===== config.mk =====
export PLATFORM = sky130hd
export DESIGN_NAME = battery_voltage_trend_monitor_core
export DESIGN_NICKNAME = d
export VERILOG_FILES = /design/src/hdl/bvtm_pkg.sv /design/src/hdl/bvtm_div.sv /design/src/hdl/battery_voltage_trend_monitor_core.sv
export SDC_FILE = /design/constraint.sdc
export NUM_CORES = 1
export LEC_CHECK = 0
export ABC_AREA = 0
export BUFFER_PORTS_ARGS = -buffer_cell sky130_fd_sc_hd__buf_2
export CAP_MARGIN = 15
export CORE_UTILIZATION = 30
export CTS_BUF_LIST = sky130_fd_sc_hd__clkbuf_4 sky130_fd_sc_hd__clkbuf_8 sky130_fd_sc_hd__clkbuf_16
export DETAILED_ROUTE_END_ITERATION = 10
export PLACE_DENSITY = 0.56
export SYNTH_ARGS = -nofsm -noshare
export SYNTH_HDL_FRONTEND = slang
export SYNTH_SLANG_ARGS = --single-unit

===== constraint.sdc =====
create_clock -name clk -period 16.65 [get_ports clk]
set_input_delay 1.665 -clock clk [delete_from_list [all_inputs] [get_ports clk]]
set_output_delay 1.665 -clock clk [all_outputs]
set_load 0.05 [all_outputs]

===== src/hdl/bvtm_pkg.sv =====
// Shared types and constants for the battery voltage trend monitor.
// Used by bvtm_div and battery_voltage_trend_monitor_core; no dependencies.
package bvtm_pkg;

	// Field widths
	localparam int PIN_W      = 12;
	localparam int GAIN_W     = 12;
	localparam int MV_W       = 14;
	localparam int THR_W      = 10;
	localparam int STABLE_W   = 8;
	localparam int SHIFT_W    = 3;
	localparam int PCT_W      = 7;
	localparam int GAIN_FRAC  = 8;
	localparam int PROD_W     = PIN_W + GAIN_W;
	localparam int SCALED_W   = PROD_W - GAIN_FRAC;

	// Percent mapping: quotient is always below 128
	localparam int QUOT_W     = 7;
	localparam int NUM_W      = MV_W + QUOT_W;
	localparam int DEN_SHIFT  = QUOT_W - 1;
	localparam logic [PCT_W-1:0] PCT_FULL = PCT_W'(100);

	// Configuration port
	localparam int CFG_IDX_W  = 4;
	localparam int CFG_DATA_W = 14;

	// Defaults for top-level parameters
	localparam int FRAC_BITS_DEF   = 8;
	localparam int COUNT_WIDTH_DEF = 8;

	// Register reset values
	localparam logic [GAIN_W-1:0]   GAIN_RST   = GAIN_W'(512);
	localparam logic [MV_W-1:0]     MIN_RST    = MV_W'(2500);
	localparam logic [MV_W-1:0]     MAX_RST    = MV_W'(5000);
	localparam logic [MV_W-1:0]     EMPTY_RST  = MV_W'(3000);
	localparam logic [MV_W-1:0]     FULL_RST   = MV_W'(4200);
	localparam logic [THR_W-1:0]    THR_RST    = THR_W'(50);
	localparam logic [STABLE_W-1:0] STABLE_RST = STABLE_W'(2);
	localparam logic [SHIFT_W-1:0]  SHIFT_RST  = SHIFT_W'(2);

	// Register map
	typedef enum logic [CFG_IDX_W-1:0] {
		REG_GAIN   = 4'd0,
		REG_MIN    = 4'd1,
		REG_MAX    = 4'd2,
		REG_EMPTY  = 4'd3,
		REG_FULL   = 4'd4,
		REG_THR    = 4'd5,
		REG_STABLE = 4'd6,
		REG_SHIFT  = 4'd7
	} cfg_reg_t;

	// Divider request and response
	typedef struct packed {
		logic             start;
		logic [NUM_W-1:0] num;
		logic [MV_W-1:0]  den;
	} div_req_t;

	typedef struct packed {
		logic              done;
		logic [QUOT_W-1:0] quot;
	} div_rsp_t;

endpackage


===== src/hdl/bvtm_div.sv =====
// Restoring divider for the percent mapping, one quotient bit per cycle.
// Depends on bvtm_pkg (div_req_t, div_rsp_t, widths).
module bvtm_div import bvtm_pkg::*; (
	input  logic     clk,
	input  logic     arst_n,
	input  div_req_t req,
	output div_rsp_t rsp
);

	localparam int STEP_W = $clog2(QUOT_W);
	localparam logic [STEP_W-1:0] STEP_LAST = STEP_W'(QUOT_W - 1);

	logic [NUM_W-1:0]  rem_q;
	logic [NUM_W-1:0]  dsr_q;
	logic [QUOT_W-1:0] quot_q;
	logic [STEP_W-1:0] cnt_q;
	logic              busy_q;
	logic              done_q;
	logic              ge;

	// shared compare/subtract
	assign ge = (rem_q >= dsr_q);

	always_ff @(posedge clk or negedge arst_n) begin
		if (!arst_n) begin
			rem_q  <= '0;
			dsr_q  <= '0;
			quot_q <= '0;
			cnt_q  <= '0;
			busy_q <= 1'b0;
			done_q <= 1'b0;
		end else begin
			// done pulses after the last quotient bit
			done_q <= !req.start && busy_q && (cnt_q == STEP_LAST);
			if (req.start) begin
				rem_q  <= req.num;
				dsr_q  <= NUM_W'({req.den, {DEN_SHIFT{1'b0}}});
				cnt_q  <= '0;
				busy_q <= 1'b1;
			end else if (busy_q) begin
				if (ge) begin
					rem_q <= rem_q - dsr_q;
				end
				quot_q <= {quot_q[QUOT_W-2:0], ge};
				dsr_q  <= dsr_q >> 1;
				cnt_q  <= cnt_q + STEP_W'(1);
				if (cnt_q == STEP_LAST) begin
					busy_q <= 1'b0;
				end
			end
		end
	end

	assign rsp.done = done_q;
	assign rsp.quot = quot_q;

endmodule


===== src/hdl/battery_voltage_trend_monitor_core.sv =====
// Battery voltage trend monitor: scaling, clamping, percent and charging trend.
// Depends on bvtm_pkg and bvtm_div.
//
// Usage:
// - Request channel (req_valid/req_stall) carries one reading: pin_mv,
//   sample_valid, update_trend. A request is taken when req_valid is high and
//   req_stall is low. req_stall stays high while a request is in work.
// - Result channel (result_valid/result_stall) returns exactly one result per
//   request: battery_mv, range_alarm, charge_percent, charging. The result
//   register holds steady while result_valid and result_stall are high.
// - Configuration writes (cfg_valid/cfg_ready, cfg_index, cfg_data) are always
//   ready; write only while no request is in flight. Unknown indexes are dropped.
// Sequence: the steps are scale multiply (at acceptance), clamp, two trend
// steps (only with update_trend), percent setup, the divider and a step to take
// the quotient, then hand-off; a percent of 0 or 100 skips the divider. The
// next request can be taken the cycle after hand-off, never before the last
// one is handed off. A new request is accepted while an earlier result still
// waits; if the receiver stalls, the sequencer parks in its final step until
// the result register frees up.
// Reset: registers return to their defaults; cached voltage, average, count
// and charging flag clear to zero.
module battery_voltage_trend_monitor_core import bvtm_pkg::*; #(
	parameter int FRAC_BITS   = FRAC_BITS_DEF,
	parameter int COUNT_WIDTH = COUNT_WIDTH_DEF
) (
	input  logic                  clk,
	input  logic                  arst_n,
	// request channel
	input  logic                  req_valid,
	output logic                  req_stall,
	input  logic [PIN_W-1:0]      pin_mv,
	input  logic                  sample_valid,
	input  logic                  update_trend,
	// result channel
	output logic                  result_valid,
	input  logic                  result_stall,
	output logic [MV_W-1:0]       battery_mv,
	output logic                  range_alarm,
	output logic [PCT_W-1:0]      charge_percent,
	output logic                  charging,
	// configuration
	input  logic                  cfg_valid,
	output logic                  cfg_ready,
	input  logic [CFG_IDX_W-1:0]  cfg_index,
	input  logic [CFG_DATA_W-1:0] cfg_data
);

	localparam int SMOOTH_W = MV_W + FRAC_BITS;
	localparam int CMP_W    = (COUNT_WIDTH > STABLE_W) ? COUNT_WIDTH : STABLE_W;
	localparam logic [COUNT_WIDTH-1:0] COUNT_MAX = '1;

	typedef enum logic [2:0] {
		S_IDLE,
		S_CLAMP,
		S_TSTEP,
		S_TAPPLY,
		S_PCT,
		S_DIV,
		S_DONE
	} state_t;

	// configuration registers
	logic [GAIN_W-1:0]   gain_q;
	logic [MV_W-1:0]     min_q, max_q, empty_q, full_q;
	logic [THR_W-1:0]    thr_q;
	logic [STABLE_W-1:0] stable_q;
	logic [SHIFT_W-1:0]  shift_q;

	// sequencer and working registers
	state_t                    state_q;
	logic [PROD_W-1:0]         prod_q;
	logic                      valid_q, upd_q;
	logic signed [SMOOTH_W:0]  step_q;
	logic [PCT_W-1:0]          pct_q;

	// model state
	logic [MV_W-1:0]           cached_q;
	logic                      fault_q;
	logic [SMOOTH_W-1:0]       smooth_q;
	logic                      seeded_q;
	logic [COUNT_WIDTH-1:0]    cnt_q;
	logic                      charging_q;

	// result register
	logic                      result_valid_q;
	logic [MV_W-1:0]           battery_mv_q;
	logic                      range_alarm_q;
	logic [PCT_W-1:0]          charge_percent_q;
	logic                      charging_out_q;

	logic                      req_take;
	logic                      result_free;
	logic [SCALED_W-1:0]       scaled;
	logic [SCALED_W-1:0]       min_ext, max_ext;
	logic [SMOOTH_W-1:0]       sample_q8;
	logic signed [SMOOTH_W:0]  diff;
	logic signed [SMOOTH_W:0]  thr_sc;
	logic                      rising;
	logic [COUNT_WIDTH-1:0]    cnt_up, cnt_dn;
	logic [CMP_W-1:0]          cnt_cmp, stable_cmp;
	logic                      pct_zero, pct_full;
	logic [MV_W-1:0]           span_v;
	div_req_t                  div_req;
	div_rsp_t                  div_rsp;

	assign req_take    = req_valid && !req_stall;
	assign req_stall   = (state_q != S_IDLE);
	assign result_free = !result_valid_q || !result_stall;
	assign cfg_ready   = 1'b1;

	// configuration writes
	always_ff @(posedge clk or negedge arst_n) begin
		if (!arst_n) begin
			gain_q   <= GAIN_RST;
			min_q    <= MIN_RST;
			max_q    <= MAX_RST;
			empty_q  <= EMPTY_RST;
			full_q   <= FULL_RST;
			thr_q    <= THR_RST;
			stable_q <= STABLE_RST;
			shift_q  <= SHIFT_RST;
		end else if (cfg_valid && cfg_ready) begin
			case (cfg_reg_t'(cfg_index))
				REG_GAIN:   gain_q   <= cfg_data[GAIN_W-1:0];
				REG_MIN:    min_q    <= cfg_data[MV_W-1:0];
				REG_MAX:    max_q    <= cfg_data[MV_W-1:0];
				REG_EMPTY:  empty_q  <= cfg_data[MV_W-1:0];
				REG_FULL:   full_q   <= cfg_data[MV_W-1:0];
				REG_THR:    thr_q    <= cfg_data[THR_W-1:0];
				REG_STABLE: stable_q <= cfg_data[STABLE_W-1:0];
				REG_SHIFT:  shift_q  <= cfg_data[SHIFT_W-1:0];
				default: ;
			endcase
		end
	end

	// scaled reading and clamp limits
	assign scaled  = prod_q[PROD_W-1:GAIN_FRAC];
	assign min_ext = SCALED_W'(min_q);
	assign max_ext = SCALED_W'(max_q);

	// trend arithmetic: difference, floor shift, threshold
	assign sample_q8 = {cached_q, {FRAC_BITS{1'b0}}};
	assign diff      = $signed({1'b0, sample_q8}) - $signed({1'b0, smooth_q});
	assign thr_sc    = $signed({{(SMOOTH_W + 1 - THR_W - FRAC_BITS){1'b0}},
		thr_q, {FRAC_BITS{1'b0}}});
	assign rising    = (step_q > thr_sc);
	assign cnt_up    = (cnt_q == COUNT_MAX) ? cnt_q : cnt_q + COUNT_WIDTH'(1);
	assign cnt_dn    = (cnt_q == '0) ? cnt_q : cnt_q - COUNT_WIDTH'(1);
	assign cnt_cmp   = CMP_W'(cnt_up);
	assign stable_cmp = CMP_W'(stable_q);

	// percent special cases and divider request
	assign pct_zero = (full_q <= empty_q) || (cached_q <= empty_q);
	assign pct_full = (cached_q >= full_q);
	assign span_v   = cached_q - empty_q;

	always_comb begin
		div_req.start = (state_q == S_PCT) && !pct_zero && !pct_full;
		div_req.num   = NUM_W'(span_v) * NUM_W'(PCT_FULL);
		div_req.den   = full_q - empty_q;
	end

	bvtm_div u_div (
		.clk    (clk),
		.arst_n (arst_n),
		.req    (div_req),
		.rsp    (div_rsp)
	);

	// sequencer
	always_ff @(posedge clk or negedge arst_n) begin
		if (!arst_n) begin
			state_q          <= S_IDLE;
			prod_q           <= '0;
			valid_q          <= 1'b0;
			upd_q            <= 1'b0;
			step_q           <= '0;
			pct_q            <= '0;
			cached_q         <= '0;
			fault_q          <= 1'b0;
			smooth_q         <= '0;
			seeded_q         <= 1'b0;
			cnt_q            <= '0;
			charging_q       <= 1'b0;
			result_valid_q   <= 1'b0;
			battery_mv_q     <= '0;
			range_alarm_q    <= 1'b0;
			charge_percent_q <= '0;
			charging_out_q   <= 1'b0;
		end else begin
			// S_DONE reloads the result register itself
			if (result_valid_q && !result_stall && (state_q != S_DONE)) begin
				result_valid_q <= 1'b0;
			end
			case (state_q)
				S_IDLE: begin
					if (req_take) begin
						prod_q  <= pin_mv * gain_q;
						valid_q <= sample_valid;
						upd_q   <= update_trend;
						state_q <= S_CLAMP;
					end
				end
				// range check, ceiling then floor
				S_CLAMP: begin
					if (valid_q) begin
						fault_q <= (scaled < min_ext) || (scaled > max_ext);
						if (min_ext > max_ext || scaled > max_ext) begin
							cached_q <= max_q;
						end else if (scaled < min_ext) begin
							cached_q <= min_q;
						end else begin
							cached_q <= scaled[MV_W-1:0];
						end
					end
					state_q <= upd_q ? S_TSTEP : S_PCT;
				end
				// floor division by 2^shift
				S_TSTEP: begin
					step_q  <= diff >>> shift_q;
					state_q <= S_TAPPLY;
				end
				S_TAPPLY: begin
					if (!seeded_q) begin
						smooth_q <= sample_q8;
						seeded_q <= 1'b1;
					end else begin
						smooth_q <= smooth_q + step_q[SMOOTH_W-1:0];
						if (rising) begin
							cnt_q <= cnt_up;
							if (cnt_cmp >= stable_cmp) begin
								charging_q <= 1'b1;
							end
						end else begin
							cnt_q <= cnt_dn;
							if (cnt_dn == '0) begin
								charging_q <= 1'b0;
							end
						end
					end
					state_q <= S_PCT;
				end
				S_PCT: begin
					if (pct_zero) begin
						pct_q   <= '0;
						state_q <= S_DONE;
					end else if (pct_full) begin
						pct_q   <= PCT_FULL;
						state_q <= S_DONE;
					end else begin
						state_q <= S_DIV;
					end
				end
				S_DIV: begin
					if (div_rsp.done) begin
						pct_q   <= div_rsp.quot;
						state_q <= S_DONE;
					end
				end
				// hand off once the result register is free
				S_DONE: begin
					if (result_free) begin
						result_valid_q   <= 1'b1;
						battery_mv_q     <= cached_q;
						range_alarm_q    <= fault_q;
						charge_percent_q <= pct_q;
						charging_out_q   <= charging_q;
						state_q          <= S_IDLE;
					end
				end
				default: state_q <= S_IDLE;
			endcase
		end
	end

	assign result_valid   = result_valid_q;
	assign battery_mv     = battery_mv_q;
	assign range_alarm    = range_alarm_q;
	assign charge_percent = charge_percent_q;
	assign charging       = charging_out_q;

`ifndef SYNTHESIS
	// percent never exceeds full scale
	a_pct_range: assert property (@(posedge clk) disable iff (!arst_n)
		result_valid |-> (charge_percent <= PCT_FULL))
		else $error("charge_percent above full scale");

	// charging is only held with a nonzero rise count
	a_charging_cnt: assert property (@(posedge clk) disable iff (!arst_n)
		charging_q |-> (cnt_q != '0))
		else $error("charging set with zero rise count");

	// divider completes only while the sequencer waits for it
	a_div_done: assert property (@(posedge clk) disable iff (!arst_n)
		div_rsp.done |-> (state_q == S_DIV))
		else $error("divider done outside divide step");

	// an accepted request blocks the next one
	a_busy: assert property (@(posedge clk) disable iff (!arst_n)
		req_take |=> req_stall)
		else $error("request accepted without going busy");
`endif

endmodule

==> Yosys cells after proc, flatten, opt, wreduce, memory -nomap -nowiden <==
Cells that the tools add are included.
{ "totals": {"register_bits": 273, "input_bits": 37, "output_inout_bits": 26, "wordCells": 149} }
{ "classes": {"n_addsub": 8, "mul": 2, "order_cmp": 9, "n_eq_ne": 21, "shift": 1, "muxes": 33, "bitwise": 1, "n_reduce_logical": 43} }
{ "op_table": {"columns": ["cell", "count"], "rows": [
  ["21-bit two-way mux", 5],
  ["14-bit <= comparator", 2],
  ["14-bit two-way mux", 2],
  ["2-bit AND reduction", 14],
  ["14-bit subtractor", 2],
  ["12-bit by 12-bit multiplier with 24-bit output", 1],
  ["8-bit two-way mux", 3],
  ["23-bit by 19-bit greater-than comparator with 1-bit output", 1],
  ["23-bit by 3-bit >>> shifter with 23-bit output", 1],
  ["22-bit by 22-bit subtractor with 23-bit output", 1],
  ["22-bit adder", 1],
  ["22-bit two-way mux", 1],
  ["21-bit >= comparator", 1],
  ["7-bit two-way mux", 3],
  ["3-bit one-hot mux with 7 select lines", 1],
  ["21-bit subtractor", 1],
  ["14-bit by 5-bit multiplier with 19-bit output (second input constant)", 1],
  ["3-bit two-way mux", 6],
  ["4-bit by 3-bit == test with 1-bit output (second input constant)", 4],
  ["16-bit by 14-bit greater-than comparator with 1-bit output", 1],
  ["8-bit zero test", 2],
  ["16-bit by 14-bit less-than comparator with 1-bit output", 1],
  ["14-bit >= comparator", 1],
  ["14-bit greater-than comparator", 1],
  ["other kinds (26)", 61]
]} }

==> Longest topological paths before layout <==
Gate-level depths: netlist of the first run.
{ "logic_depth": {"word_depth": 8, "mapped_depth": 25} }

==> By module <==
A second synthesis of the first run with hierarchy kept.
{ "hier_totals": {"hier_cells": 2630, "area_unflattened_um2": 23757.8} }
{ "modules_own_cells": {"columns": ["mod", "n_inst", "cells_each", "area_per_inst_um2", "seq_area_each_um2"], "rows": [
  ["battery_voltage_trend_monitor_core", 1, 2234, 20184.4, 5313.8],
  ["bvtm_div", 1, 396, 3573.4, 1326.3]
]} }

==> Least setup slack after synthesis of the first run <==
No wires, ideal clock.
{ "synth_timing": {"path_kind": "input to register", "startpoint": "input pin_mv[9]", "endpoint": "register prod_q[23]", "arrival_ns": 6.449, "required_time_ns": 16.525, "setup_slack_ns": 10.076, "stages": 19, "cell_sequence": "clkbuf_1 nand2_1 fa_1 inv_1 fa_1 fa_1 fa_1 inv_1 fa_1 inv_1 ha_1 and3_1 nand3_1 nor3_1 nor3_1 o31ai_1 a21oi_1 xnor2_1 mux2_2"} }
{ "synth_via": {"elab_chain_len": 1} }
{ "synth_lines": {"columns": ["element", "line_no", "text"], "rows": [
  ["from (decl)", "battery_voltage_trend_monitor_core.sv:31", "input logic [PIN_W-1:0] pin_mv,"],
  ["12-bit by 12-bit multiplier with 24-bit output", "battery_voltage_trend_monitor_core.sv:199", "prod_q <= pin_mv * gain_q;"],
  ["to (signal assigned)", "battery_voltage_trend_monitor_core.sv:199", null],
  ["to (decl)", "battery_voltage_trend_monitor_core.sv:71", "logic [PROD_W-1:0] prod_q;"]
]} }
Every way passes these cells.
A chain may end at the register's enable or synchronous reset.

==> Final worst setup path of the first run <==
{ "layout_timing": {"startpoint": "input pin_mv[5]", "endpoint": "register prod_q[23]"} }
The elaborated chain is that of the path after synthesis.

==> metrics.log, run 1 <==
[metrics] commonest cells in the netlist: sky130_fd_sc_hd__inv_1, sky130_fd_sc_hd__nand2_1, sky130_fd_sc_hd__ha_1
[metrics] Reg power frac: 0.207
[metrics] endpoint required time on the critical path: 17.09 ns
[metrics] Final Hold Vio Count: 0
[metrics] result of the run: finished, final reports clean
[metrics] RD Place Congestion: 0.8477
[metrics] setup repair after global routing missed its margin: false
[metrics] Post-Syn Nets: 3027
[metrics] Gate power share: 0.588
[metrics] endpoint type of the worst setup path: register
[metrics] syn_area_per_cell: 9.036 um2
[metrics] library cell with the largest summed area after synthesis: sky130_fd_sc_hd__dfrtp_1
[metrics] number of buffers inserted by hold repair at cts: 0
[metrics] Worst Setup Path Type: in2reg
[metrics] period utilization: 0.3843
[metrics] # clock sinks: 264
[metrics] width of the die: 282.5 um
[metrics] largest cells by area after synthesis: sky130_fd_sc_hd__dfrtp_1, sky130_fd_sc_hd__ha_1, sky130_fd_sc_hd__fa_1, sky130_fd_sc_hd__inv_1, sky130_fd_sc_hd__mux2_2
[metrics] Worst Setup Slack, final: 10.25 ns
[metrics] Post CTS Setup Buffer Count: 0
[metrics] most instantiated library cell after synthesis: sky130_fd_sc_hd__inv_1
[metrics] highest clock rate: 156.3 MHz
[metrics] remaining number of nets flagged by the antenna check after routing: 0
[metrics] switching share of total power: 0.4364
[metrics] Starting DRT DRC Count: 1003
[metrics] gr ovfl total: 0
[metrics] cells traversed along the worst timing path: buf_2, nand2_1, fa_1, fa_1, fa_1, inv_1, fa_1, inv_1, fa_1, inv_1, ha_1, a21o_1, a21o_1, a21oi_1, o2bb2ai_1, nor3_1, o31ai_1, a21oi_1, xnor2_1, mux2_2
[metrics] Yosys reg bits: 264
[metrics] GRT Resource Usage Total: 0.1542
[metrics] count of flip-flops with a built-in enable after synthesis: 0
[metrics] post-CTS sizing: 0
[metrics] worst vdd ir: 0.1408 mV
[metrics] switching power: 1638 uW
[metrics] Internal: 2116 uW
[metrics] Primary FF master, synth: sky130_fd_sc_hd__dfrtp_1
[metrics] boundary pin count: 63
[metrics] Async S/R FF share, synth: 1.000
[metrics] leakage component of the power: 0.01281 uW
[metrics] post-DR wirelength/cell: 16.42 um
[metrics] worst path buffer plus inverter count: 4
[metrics] Syn Inst Count: 2612
[metrics] Syn Std Cell Area: 23600 um2
[metrics] maximum count of clock buffers along a single path: 3
[metrics] number of buffer cells added on primary ports: 61
[metrics] die span in y: 282.5 um
[metrics] clock root buffer master: sky130_fd_sc_hd__clkbuf_16
[metrics] master of the slowest instance on the critical path: sky130_fd_sc_hd__fa_1
[metrics] worst path arrival time: 6.83 ns
[metrics] Critical Path Max Stage Delay: 0.58 ns
[metrics] Post-Route WL: 60.60 mm
[metrics] worst setup timing slack at the placement stage: 9.678 ns
[metrics] portion of synthesized cell area occupied by the leading cell type: 0.2513
[metrics] DRT Pass-1 Iters: 5
[metrics] placed wire-length estimate: 46.17 mm
[metrics] total power per unit cell area: 143.7 nW/um2
[metrics] # setup viols final: 0
[metrics] relative slew slack: 0.2580
[metrics] pin count of the biggest net entering global routing: 75
[metrics] proportion of layout cells with a drive suffix above 1: 0.1095
[metrics] post-DR vias/cell: 4.877
[metrics] wire length of the first global-routing pass: 97.52 mm
[metrics] area of the core region: 77590 um2
[metrics] Std-Cell Rows: 102
[metrics] Netlist cell types: 94
[metrics] Min Clock Period, post-route: 6.399 ns
[metrics] Final nets: 3040
[metrics] sequential element share of the synthesized area: 0.2813
[metrics] sort of element at the start of the critical path: primary input
[metrics] worst slack on hold paths: 0.4831 ns
[metrics] post-synthesis to final-layout area growth: 10.71%
[metrics] worst-margin pin slew: 1.113 ns
[metrics] clock-pin slew of the registers on the worst-case setup and hold paths: 0.06 ns
[metrics] Yosys warning count: 0
[metrics] source-to-sink clock delay at the later pin of the worst-skew pair: 0.56 ns
[metrics] die area: 79800 um2
[metrics] drt drc: 0
[metrics] part of the total power dissipated in the clock network: 0.205
[metrics] starting density of the core: 0.3042
[metrics] clock buffers created by TritonCTS: 35
[metrics] crit-path leading delay family: adder cells
[metrics] number of global-route vias before repair: 17750
[metrics] number of levels the H-tree was split into: 2
[metrics] most prevalent standard cell on the critical path: sky130_fd_sc_hd__fa_1
[metrics] clock tree from TritonCTS: built
[metrics] FILL cells: 8137
[metrics] final sum of negative setup slack: 0 ns
[metrics] worst min path class: reg2reg
[metrics] max-capacitance violation count: 0
[metrics] number of slew-limit violations in the final report: 0
[metrics] detailed-route via count: 18000
[metrics] maximum clock skew at final layout: 0.03558 ns
[metrics] maximum fanout along the worst path: 12
[metrics] number of antenna violations at the first check in global routing: 1
==> cell type report <==
class	instances	area [um2]	area share
Antenna cell	2	5.005	0.0001915
Multi-Input combinational cell	1912	15320	0.5863
Sequential cell	264	6640	0.2541
Inverter	334	1254	0.04798
Timing Repair Buffer	78	442.9	0.01695
Clock buffer	47	1016	0.03888
Clock inverter	13	151.4	0.005794
Tap cell	1040	1301	0.04980
==> power groups by stage <==
stage          clock network (uW)  logic [uW]  registers [uW]
2_1_floorplan                   0        1760             739
3_3_place_gp                    0        2200             785
3_5_place_dp                    0        2220             786
4_1_cts                       797        2240             775
5_1_grt                       819        2550             784
6_report                      771        2210             775
==> stage by stage <==
step / cells / total power (uW) / cell area (um2) / util
finish: 3690 / 3754 / 26130 / 0.3368
floorplan: 2612 / 2500 / 23600 / -
CTS: 3688 / 3809 / 26130 / 0.3367
global route: 3688 / 4153 / 26130 / 0.3367
global placement: 3628 / 2982 / 24960 / 0.3216
detailed placement: 3628 / 3006 / 24960 / 0.3216
==> flip-flops by register name (all words and copies together), names as in the netlist, 8 cells and up <==
| signal | count |
|---|---|
| empty_q | 14 |
| u_div.dsr_q | 20 |
| thr_q | 10 |
| stable_cmp | 8 |
| step_q | 23 |
| cnt_q | 8 |
| cached_q | 14 |
| smooth_q | 22 |
| max_q | 14 |
| full_q | 14 |
| prod_q | 16 |
| min_q | 14 |
| gain_q | 12 |
| battery_mv | 14 |
| u_div.rem_q | 21 |
==> layer usage <==
metal,global-route usage,up-vias,wire [um]
met5,0,-,0
met4,0.03548,0,1078
met3,0.02098,60,2358
met2,0.2428,269,26550
met1,0.2221,8692,30610
li1,-,8976,-
==> cells by family (layout without fill, tap and decap cells) <==
family          Yosys count  after routing  synth area share
flops                   264            264            0.2813
xor+xnor                105            105           0.03928
other cells               1              3         0.0001589
compound gates          531            531            0.1427
fa+ha+maj               378            378            0.2360
simple gates            715            715            0.1467
buf+inv                 436            472           0.07024
mux                     182            182           0.08360
==> worst min-delay path: cells and delay by family (launching register included) <==
kind	cells	cell delay, ns
AOI/OAI and AO/OA	1	0.06
DFF	1	0.34
and+or+nand+nor	1	0.05
==> final timing paths <==
path	start	endpoint	slack, ns	depth (start not counted)
setup / recovery	pin_mv[5]	prod_q[23]	10.25	20
hold / removal	battery_mv[0]	battery_mv[0]	0.48	2
setup reg to reg	cached_q[0]	u_div.rem_q[20]	10.74	23
hold reg to reg	battery_mv[0]	battery_mv[0]	0.48	2
max in group asynchronous	arst_n	cnt_q[1]	13.42	3
min in group asynchronous	arst_n	empty_q[10]	1.10	1
==> layout by cell type, fill, tap and decap left out, types with 10 or more instances in the layout <==
master,n
sky130_fd_sc_hd__nand2_1,274
sky130_fd_sc_hd__dfstp_2,27
sky130_fd_sc_hd__and3_1,24
sky130_fd_sc_hd__dfrtp_1,237
sky130_fd_sc_hd__o21bai_1,10
sky130_fd_sc_hd__or3_1,12
sky130_fd_sc_hd__nand4_1,19
sky130_fd_sc_hd__nor3_1,52
sky130_fd_sc_hd__inv_1,333
sky130_fd_sc_hd__fa_1,112
sky130_fd_sc_hd__a21oi_1,120
sky130_fd_sc_hd__buf_2,60
sky130_fd_sc_hd__nand2b_1,20
sky130_fd_sc_hd__clkbuf_16,35
sky130_fd_sc_hd__mux2_2,93
sky130_fd_sc_hd__mux2i_1,79
sky130_fd_sc_hd__o31ai_1,10
sky130_fd_sc_hd__ha_1,266
sky130_fd_sc_hd__o21a_1,15
sky130_fd_sc_hd__nand3_1,47
sky130_fd_sc_hd__xor2_1,37
sky130_fd_sc_hd__buf_4,17
sky130_fd_sc_hd__a31oi_1,16
sky130_fd_sc_hd__and2_1,72
sky130_fd_sc_hd__nor2_1,121
sky130_fd_sc_hd__a21o_1,47
sky130_fd_sc_hd__xnor2_1,67
sky130_fd_sc_hd__o21ai_0,170
sky130_fd_sc_hd__a211oi_1,24
sky130_fd_sc_hd__o211ai_1,20
sky130_fd_sc_hd__nor2b_1,25
No activity file was read; power rests on OpenSTA's default activity.
==> run 2, diff against run 1 <==
- clock period: 16.65 -> 6.1 ns (I/O delays scaled with it)
==> run 2 against run 1 <==
Compared with the run above:
- first-iteration DRC count up 12%
- combinational power rose to 2.7 times the previous value
- highest routed layer unchanged
- via count up 0.27%
- sequential share of layout area down 0.069 points
- critical path depth down 1
- critical endpoint unchanged
- global-route usage up 0.11 points
- count of clock-buffer cells in the layout down 6
- routed wire length up 0.19%
- sequential power rose to 2.7 times the previous value
==> metrics.log, run 2 (synthesis gave the netlist of run 1 again) <==
[metrics] wire length of the first global-routing pass: 98.93 mm (was 97.52 mm)
[metrics] DRT Pass-1 Iters: 5 (unchanged)
[metrics] number of slew-limit violations in the final report: 0 (unchanged)
[metrics] RD Place Congestion: 0.8611 (was 0.8477)
[metrics] gr ovfl total: 0 (unchanged)
[metrics] Final nets: 3046 (was 3040)
[metrics] final instance area: 26200 um2 (was 26130 um2)
[metrics] most prevalent standard cell on the critical path: sky130_fd_sc_hd__fa_1 (unchanged)
[metrics] clock tree from TritonCTS: built (unchanged)
[metrics] sort of element at the start of the critical path: register (was primary input)
[metrics] most used cells in the layout excluding fill and tap cells: sky130_fd_sc_hd__inv_1, sky130_fd_sc_hd__nand2_1, sky130_fd_sc_hd__ha_1, sky130_fd_sc_hd__dfrtp_1, sky130_fd_sc_hd__o21ai_0 (unchanged)
[metrics] total power per unit cell area: 390.6 nW/um2 (was 143.7 nW/um2)
[metrics] period utilization: 0.9222
[metrics] number of global-route vias before repair: 17660 (was 17750)
[metrics] worst path buffer plus inverter count: 3 (was 4)
[metrics] endpoint of the most critical register-to-register path: prod_q[23] (was u_div.rem_q[20])
[metrics] register with the most flip-flops: step_q (unchanged)
[metrics] number of levels the H-tree was split into: 1 (was 2)
[metrics] Worst Setup Path Type: reg2reg (was in2reg)
[metrics] cell area after placement: 25040 um2 (was 24960 um2)
[metrics] Finished Layout Cells: 3696 (was 3690)
[metrics] worst vdd ir: 0.3504 mV (was 0.1408 mV)
[metrics] hold path startpoint: cfg_data[13] (was battery_mv[0])
[metrics] register-to-register setup slack: 0.47 ns (was 10.74 ns)
[metrics] Final Hold Vio Count: 0 (unchanged)
[metrics] highest clock rate: 177.8 MHz
[metrics] # setup viols final: 0 (unchanged)
[metrics] path depth of the worst reg2reg path: 19 (was 23)
[metrics] Worst R2R Start: gain_q[5] (was cached_q[0])
[metrics] proportion of layout cells with a drive suffix above 1: 0.1118 (was 0.1095)
[metrics] leakage component of the power: 0.01287 uW (was 0.01281 uW)
[metrics] master of the slowest instance on the critical path: sky130_fd_sc_hd__dfrtp_1 (was sky130_fd_sc_hd__fa_1)
[metrics] post-DR vias/cell: 4.883 (was 4.877)
[metrics] width of the die: 282.5 um (unchanged)
[metrics] endpoint required time on the critical path: 6.60 ns (was 17.09 ns)
[metrics] Regs by FF count: step_q x23, smooth_q x22, u_div.rem_q x21 (unchanged)
[metrics] Std-Cell Rows: 102 (unchanged)
[metrics] number of cells on the worst hold path: 3 (was 2)
[metrics] die area: 79800 um2 (unchanged)
[metrics] # clock sinks: 264 (unchanged)
[metrics] Critical Path Max Stage Delay: 0.63 ns (was 0.58 ns)
[metrics] starting density of the core: 0.3042 (unchanged)
[metrics] die span in y: 282.5 um (unchanged)
[metrics] worst min path class: in2reg (was reg2reg)
[metrics] maximum fanout along the worst path: 13 (was 12)
[metrics] hold path endpoint: empty_q[13] (was battery_mv[0])
[metrics] worst path arrival time: 6.12 ns (was 6.83 ns)
[metrics] placed cell count: 3637 (was 3628)
[metrics] Post-Route WL: 60.72 mm (was 60.60 mm)
[metrics] drt drc: 0 (unchanged)
[metrics] final sum of negative setup slack: 0 ns (unchanged)
[metrics] result of the run: finished, final reports clean (unchanged)
[metrics] cells traversed along the worst timing path: nand2_1, fa_1, fa_1, fa_1, inv_1, fa_1, inv_1, fa_1, inv_1, ha_1, a21o_1, a21o_1, a21oi_1, o2bb2ai_1, nor3_1, o31ai_1, a21oi_1, xnor2_1, mux2_2 (was buf_2, nand2_1, fa_1, fa_1, fa_1, inv_1, fa_1, inv_1, fa_1, inv_1, ha_1, a21o_1, a21o_1, a21oi_1, o2bb2ai_1, nor3_1, o31ai_1, a21oi_1, xnor2_1, mux2_2)
[metrics] FILL cells: 8208 (was 8137)
[metrics] worst setup timing slack at the placement stage: 0.2949 ns (was 9.678 ns)
[metrics] pin count of the biggest net entering global routing: 69 (was 75)
[metrics] crit-path leading delay family: adder cells (unchanged)
[metrics] number of buffer cells added on primary ports: 61 (unchanged)
[metrics] source-to-sink clock delay at the later pin of the worst-skew pair: 0.62 ns (was 0.56 ns)
[metrics] max reg flops: 23 (unchanged)
[metrics] area of the core region: 77590 um2 (unchanged)
[metrics] maximum clock skew at final layout: 0.01970 ns (was 0.03558 ns)
[metrics] setup repair after global routing missed its margin: false (unchanged)
[metrics] clock buffers created by TritonCTS: 31 (was 35)
[metrics] post-synthesis to final-layout area growth: 11.02% (was 10.71%)
[metrics] placed wire-length estimate: 46.57 mm (was 46.17 mm)
[metrics] worst-margin pin slew: 1.117 ns (was 1.113 ns)
[metrics] Antenna Diode Count: 0 (was 2)
[metrics] commonest non-fill, non-tap cell in the layout: sky130_fd_sc_hd__inv_1 (unchanged)
[metrics] worst slack on hold paths: 0.2621 ns (was 0.4831 ns)
[metrics] clock-pin slew of the registers on the worst-case setup and hold paths: 0.07 ns (was 0.06 ns)
[metrics] max-capacitance violation count: 0 (unchanged)
[metrics] Starting DRT DRC Count: 1128 (was 1003)
[metrics] endpoint type of the worst setup path: register (unchanged)
[metrics] post-DR wirelength/cell: 16.43 um (was 16.42 um)
[metrics] relative slew slack: 0.2555 (was 0.2580)
[metrics] GRT Resource Usage Total: 0.1553 (was 0.1542)
[metrics] remaining number of nets flagged by the antenna check after routing: 0 (unchanged)
[metrics] detailed-route via count: 18050 (was 18000)
[metrics] boundary pin count: 63 (unchanged)
[metrics] Worst Setup Slack, final: 0.4747 ns (was 10.25 ns)
[metrics] Min Clock Period, post-route: 5.625 ns
[metrics] clock root buffer master: sky130_fd_sc_hd__clkbuf_16 (unchanged)
[metrics] maximum count of clock buffers along a single path: 3 (unchanged)
[metrics] number of antenna violations at the first check in global routing: 2 (was 1)
==> run 2: cell types whose count changed in the layout (fill, tap and decap cells not counted), sizes merged <==
cell / delta
clkinvlp: -3
bufinv: +4
dlygate4sd3: +1
diode: -2
inv: +3
clkbuf: -6
buf: +9
==> run 2: worst reg2reg max path, delay by kind of cell (launching register included) <==
kind / cells / cell delay (ns)
xor gates and xnor gates: 1 / 0.08
buffers and inverters: 3 / 0.14
adders and majority gates: 6 / 2.89
and+or+nand+nor: 2 / 0.44
AOI/OAI and AO/OA: 6 / 1.06
muxes: 1 / 0.25
DFF: 1 / 0.63
==> run 2: how the worst max path moves through the flow <==
stage	start	end	cells past startpoint
2_1_floorplan	pin_mv[9]	prod_q[23]	19
3_3_place_gp	pin_mv[5]	prod_q[23]	20
3_5_place_dp	pin_mv[9]	prod_q[23]	19
4_1_cts	gain_q[5]	prod_q[23]	19
5_1_grt	cached_q[2]	u_div.rem_q[20]	22
6_report	gain_q[5]	prod_q[23]	19
==> run 2: per-layer routing <==
metal	GRT usage	part of all wire
met5	0	0
met4	0.02620	0.016
met3	0.02156	0.047
met2	0.2433	0.44
met1	0.2279	0.50
==> run 2: area by class of cell <==
| type | instances | area (um2) | area share |
|---|---|---|---|
| clock buffers | 41 | 882.1 | 0.03367 |
| clock inverters | 17 | 271.5 | 0.01036 |
| inverters | 334 | 1254 | 0.04785 |
| flip-flops and latches | 264 | 6640 | 0.2534 |
| multi-input cells | 1912 | 15320 | 0.5847 |
| well taps | 1040 | 1301 | 0.04966 |
| repair buffers | 88 | 533.0 | 0.02034 |
==> run 2: power by group <==
group          internal [uW]  leakage (uW)  switching [uW]  total (uW)
combinational           2610       0.00882            3390        6000
clock                   1280      0.000573             847        2130
sequential              1920       0.00347             192        2110
==> run 2: metrics by stage <==
| step | total power (uW) | utilization |
|---|---|---|
| floorplan | 6824 | - |
| global placement | 8169 | 0.3227 |
| detailed placement | 8186 | 0.3227 |
| CTS | 10390 | 0.3377 |
| global route | 11340 | 0.3377 |
| finish | 10230 | 0.3377 |
==> run 2: timing repair <==
item,in CTS,in global routing
hold endpoints to repair,64,0
buffers inserted,0,0
hold buffers,1,0
gates resized for setup,0,0
==> run 3, diff against run 2 <==
- CORE_ASPECT_RATIO: unset -> 0.75
==> run 3 against run 2 <==
Compared with the run above:
- final area grew 0.26%
- routed wire length rose by 3.4%
- non-clock buffer count is 3 higher
- sequential power is essentially flat
- count of clock-buffer cells in the layout rose by 6
- clock power rose by 2%
- clock skew increased by 0.0089 ns
- worst hold slack lost 0.19 ns
- register-to-register slack got worse by 0.07 ns
- flip-flop and latch count unchanged
==> metrics.log, run 3 (synthesis gave the netlist of run 1 again) <==
[metrics] result of the run: finished, final reports clean (unchanged)
[metrics] Final nets: 3052 (was 3046)
[metrics] Post CTS Setup Buffer Count: 0 (unchanged)
[metrics] detailed-route via count: 18270 (was 18050)
[metrics] die span in y: 244.9 um (was 282.5 um)
[metrics] total power of the final layout: 10280 uW (was 10230 uW)
[metrics] post-DR vias/cell: 4.940 (was 4.883)
[metrics] final sum of negative setup slack: 0 ns (unchanged)
[metrics] path depth of the worst reg2reg path: 17 (was 19)
[metrics] commonest non-fill, non-tap cell in the layout: sky130_fd_sc_hd__inv_1 (unchanged)
[metrics] sort of element at the start of the critical path: register (unchanged)
[metrics] Std-Cell Rows: 88 (was 102)
[metrics] # setup viols final: 0 (unchanged)
[metrics] worst setup path startpoint: gain_q[11] (was gain_q[5])
[metrics] Min Clock Period, post-route: 5.692 ns (was 5.625 ns)
[metrics] clock buffers created by TritonCTS: 34 (was 31)
[metrics] number of global-route vias before repair: 17080 (was 17660)
[metrics] number of levels the H-tree was split into: 2 (was 1)
[metrics] RD Place Congestion: 0.8657 (was 0.8611)
[metrics] source-to-sink clock delay at the later pin of the worst-skew pair: 0.56 ns (was 0.62 ns)
[metrics] width of the die: 325.9 um (was 282.5 um)
[metrics] area of the core region: 77400 um2 (was 77590 um2)
[metrics] Starting DRT DRC Count: 1438 (was 1128)
[metrics] DRT Pass-1 Iters: 5 (unchanged)
[metrics] worst min path class: in2async (was in2reg)
[metrics] clock tree from TritonCTS: built (unchanged)
[metrics] placed wire-length estimate: 48.54 mm (was 46.57 mm)
[metrics] worst path arrival time: 6.12 ns (about the same)
[metrics] proportion of layout cells with a drive suffix above 1: 0.1145 (was 0.1118)
[metrics] leakage component of the power: 0.01292 uW (was 0.01287 uW)
[metrics] Final Hold Vio Count: 0 (unchanged)
[metrics] Post-Route WL: 62.78 mm (was 60.72 mm)
[metrics] number of antenna violations at the first check in global routing: 2 (unchanged)
[metrics] maximum count of clock buffers along a single path: 3 (unchanged)
[metrics] gr ovfl total: 0 (unchanged)
[metrics] maximum fanout along the worst path: 13 (unchanged)
[metrics] post-CTS sizing: 0 (unchanged)
[metrics] GRT Resource Usage Total: 0.1574 (was 0.1553)
[metrics] worst vdd ir: 0.3850 mV (was 0.3504 mV)
[metrics] maximum clock skew at final layout: 0.02864 ns (was 0.01970 ns)
[metrics] max-capacitance violation count: 0 (unchanged)
[metrics] boundary pin count: 63 (unchanged)
[metrics] pin count of the biggest net entering global routing: 133 (was 69)
[metrics] post-synthesis to final-layout area growth: 11.31% (was 11.02%)
[metrics] worst-margin pin slew: 1.120 ns (was 1.117 ns)
[metrics] endpoint type of the worst setup path: register (unchanged)
[metrics] relative slew slack: 0.2535 (was 0.2555)
[metrics] Worst R2R Start: gain_q[11] (was gain_q[5])
[metrics] Worst Setup Path Type: reg2reg (unchanged)
[metrics] max reg flops: 23 (unchanged)
[metrics] post-DR wirelength/cell: 16.98 um (was 16.43 um)
[metrics] drt drc: 0 (unchanged)
[metrics] total power per unit cell area: 391.1 nW/um2 (was 390.6 nW/um2)
[metrics] most used cells in the layout excluding fill and tap cells: sky130_fd_sc_hd__inv_1, sky130_fd_sc_hd__nand2_1, sky130_fd_sc_hd__ha_1, sky130_fd_sc_hd__dfrtp_1, sky130_fd_sc_hd__o21ai_0 (unchanged)
[metrics] number of buffers inserted by hold repair at cts: 0 (was 1)
[metrics] number of buffer cells added on primary ports: 61 (unchanged)
[metrics] remaining number of nets flagged by the antenna check after routing: 0 (unchanged)
[metrics] die area: 79810 um2 (was 79800 um2)
[metrics] highest clock rate: 175.7 MHz (was 177.8 MHz)
[metrics] worst slack on hold paths: 0.07152 ns (was 0.2621 ns)
[metrics] Finished Layout Cells: 3698 (was 3696)
[metrics] starting density of the core: 0.3049 (was 0.3042)
[metrics] number of slew-limit violations in the final report: 0 (unchanged)
[metrics] # clock sinks: 264 (unchanged)
[metrics] register with the most flip-flops: step_q (unchanged)
[metrics] final core utilization: 0.3394 (was 0.3377)
[metrics] clock root buffer master: sky130_fd_sc_hd__clkbuf_16 (unchanged)
[metrics] Antenna Diode Count: 0 (unchanged)
[metrics] clock-pin slew of the registers on the worst-case setup and hold paths: 0.06 ns (was 0.07 ns)
[metrics] placed cell count: 3636 (was 3637)
[metrics] wire length of the first global-routing pass: 99.99 mm (was 98.93 mm)
[metrics] setup repair after global routing missed its margin: false (unchanged)
[metrics] endpoint required time on the critical path: 6.52 ns (was 6.60 ns)
[metrics] Regs by FF count: step_q x23, smooth_q x22, u_div.rem_q x21 (unchanged)
[metrics] period utilization: 0.9332 (was 0.9222)
run 3: final cells by class:
type / instances / area (um2)
fillers: 7959 / 51130
multi-input cells: 1912 / 15320
well taps: 1035 / 1295
clock inverters: 15 / 211.5
inverters: 334 / 1254
repair buffers: 91 / 553.0
flip-flops and latches: 264 / 6640
clock buffers: 47 / 997.2
run 3: where the power goes:
part	switching, uW	internal (uW)	leakage (uW)
Sequential	194	1920	0.00347
Clock	857	1330	0.000603
Combinational	3360	2620	0.00884
run 3: metal layers:
layer / part of all wire / global-route usage / routed length (um)
met3: 0.064 / 0.02950 / 4008
met5: 0 / 0 / 0
met2: 0.38 / 0.2056 / 23690
met1: 0.55 / 0.2582 / 34240
met4: 0.013 / 0.03038 / 846
run 3: worst paths after layout:
check                              end  slack (ns)
max in group asynchronous     cnt_q[6]        4.81
min in group clk                 upd_q        0.32
hold / removal               gain_q[5]        0.07
setup reg to reg            prod_q[23]        0.41
hold reg to reg            range_alarm        0.47
setup / recovery            prod_q[23]        0.41
run 3: critical path, stage by stage (launching register included):
cell and delay (ns):
sky130_fd_sc_hd__dfrtp_1 0.58, sky130_fd_sc_hd__and2_1 0.26, sky130_fd_sc_hd__fa_1 0.50, sky130_fd_sc_hd__fa_1 0.52, sky130_fd_sc_hd__fa_1 0.54, sky130_fd_sc_hd__fa_1 0.56
sky130_fd_sc_hd__inv_1 0.06, sky130_fd_sc_hd__fa_1 0.52, sky130_fd_sc_hd__inv_1 0.04, sky130_fd_sc_hd__ha_1 0.35, sky130_fd_sc_hd__and3_1 0.19, sky130_fd_sc_hd__nand3_1 0.10
sky130_fd_sc_hd__nor3_1 0.31, sky130_fd_sc_hd__nor3_1 0.13, sky130_fd_sc_hd__o31ai_1 0.37, sky130_fd_sc_hd__a21oi_1 0.14, sky130_fd_sc_hd__xnor2_1 0.14, sky130_fd_sc_hd__mux2_2 0.26
run 3: metrics by stage:
step / setup slack (ns) / instance area, um2
after floorplan: 0.5809 / 23600
after global placement: 0.2784 / 25060
after detailed placement: 0.2219 / 25060
after CTS: 0.3995 / 26270
after global routing: 0.01942 / 26270
final: 0.4077 / 26270
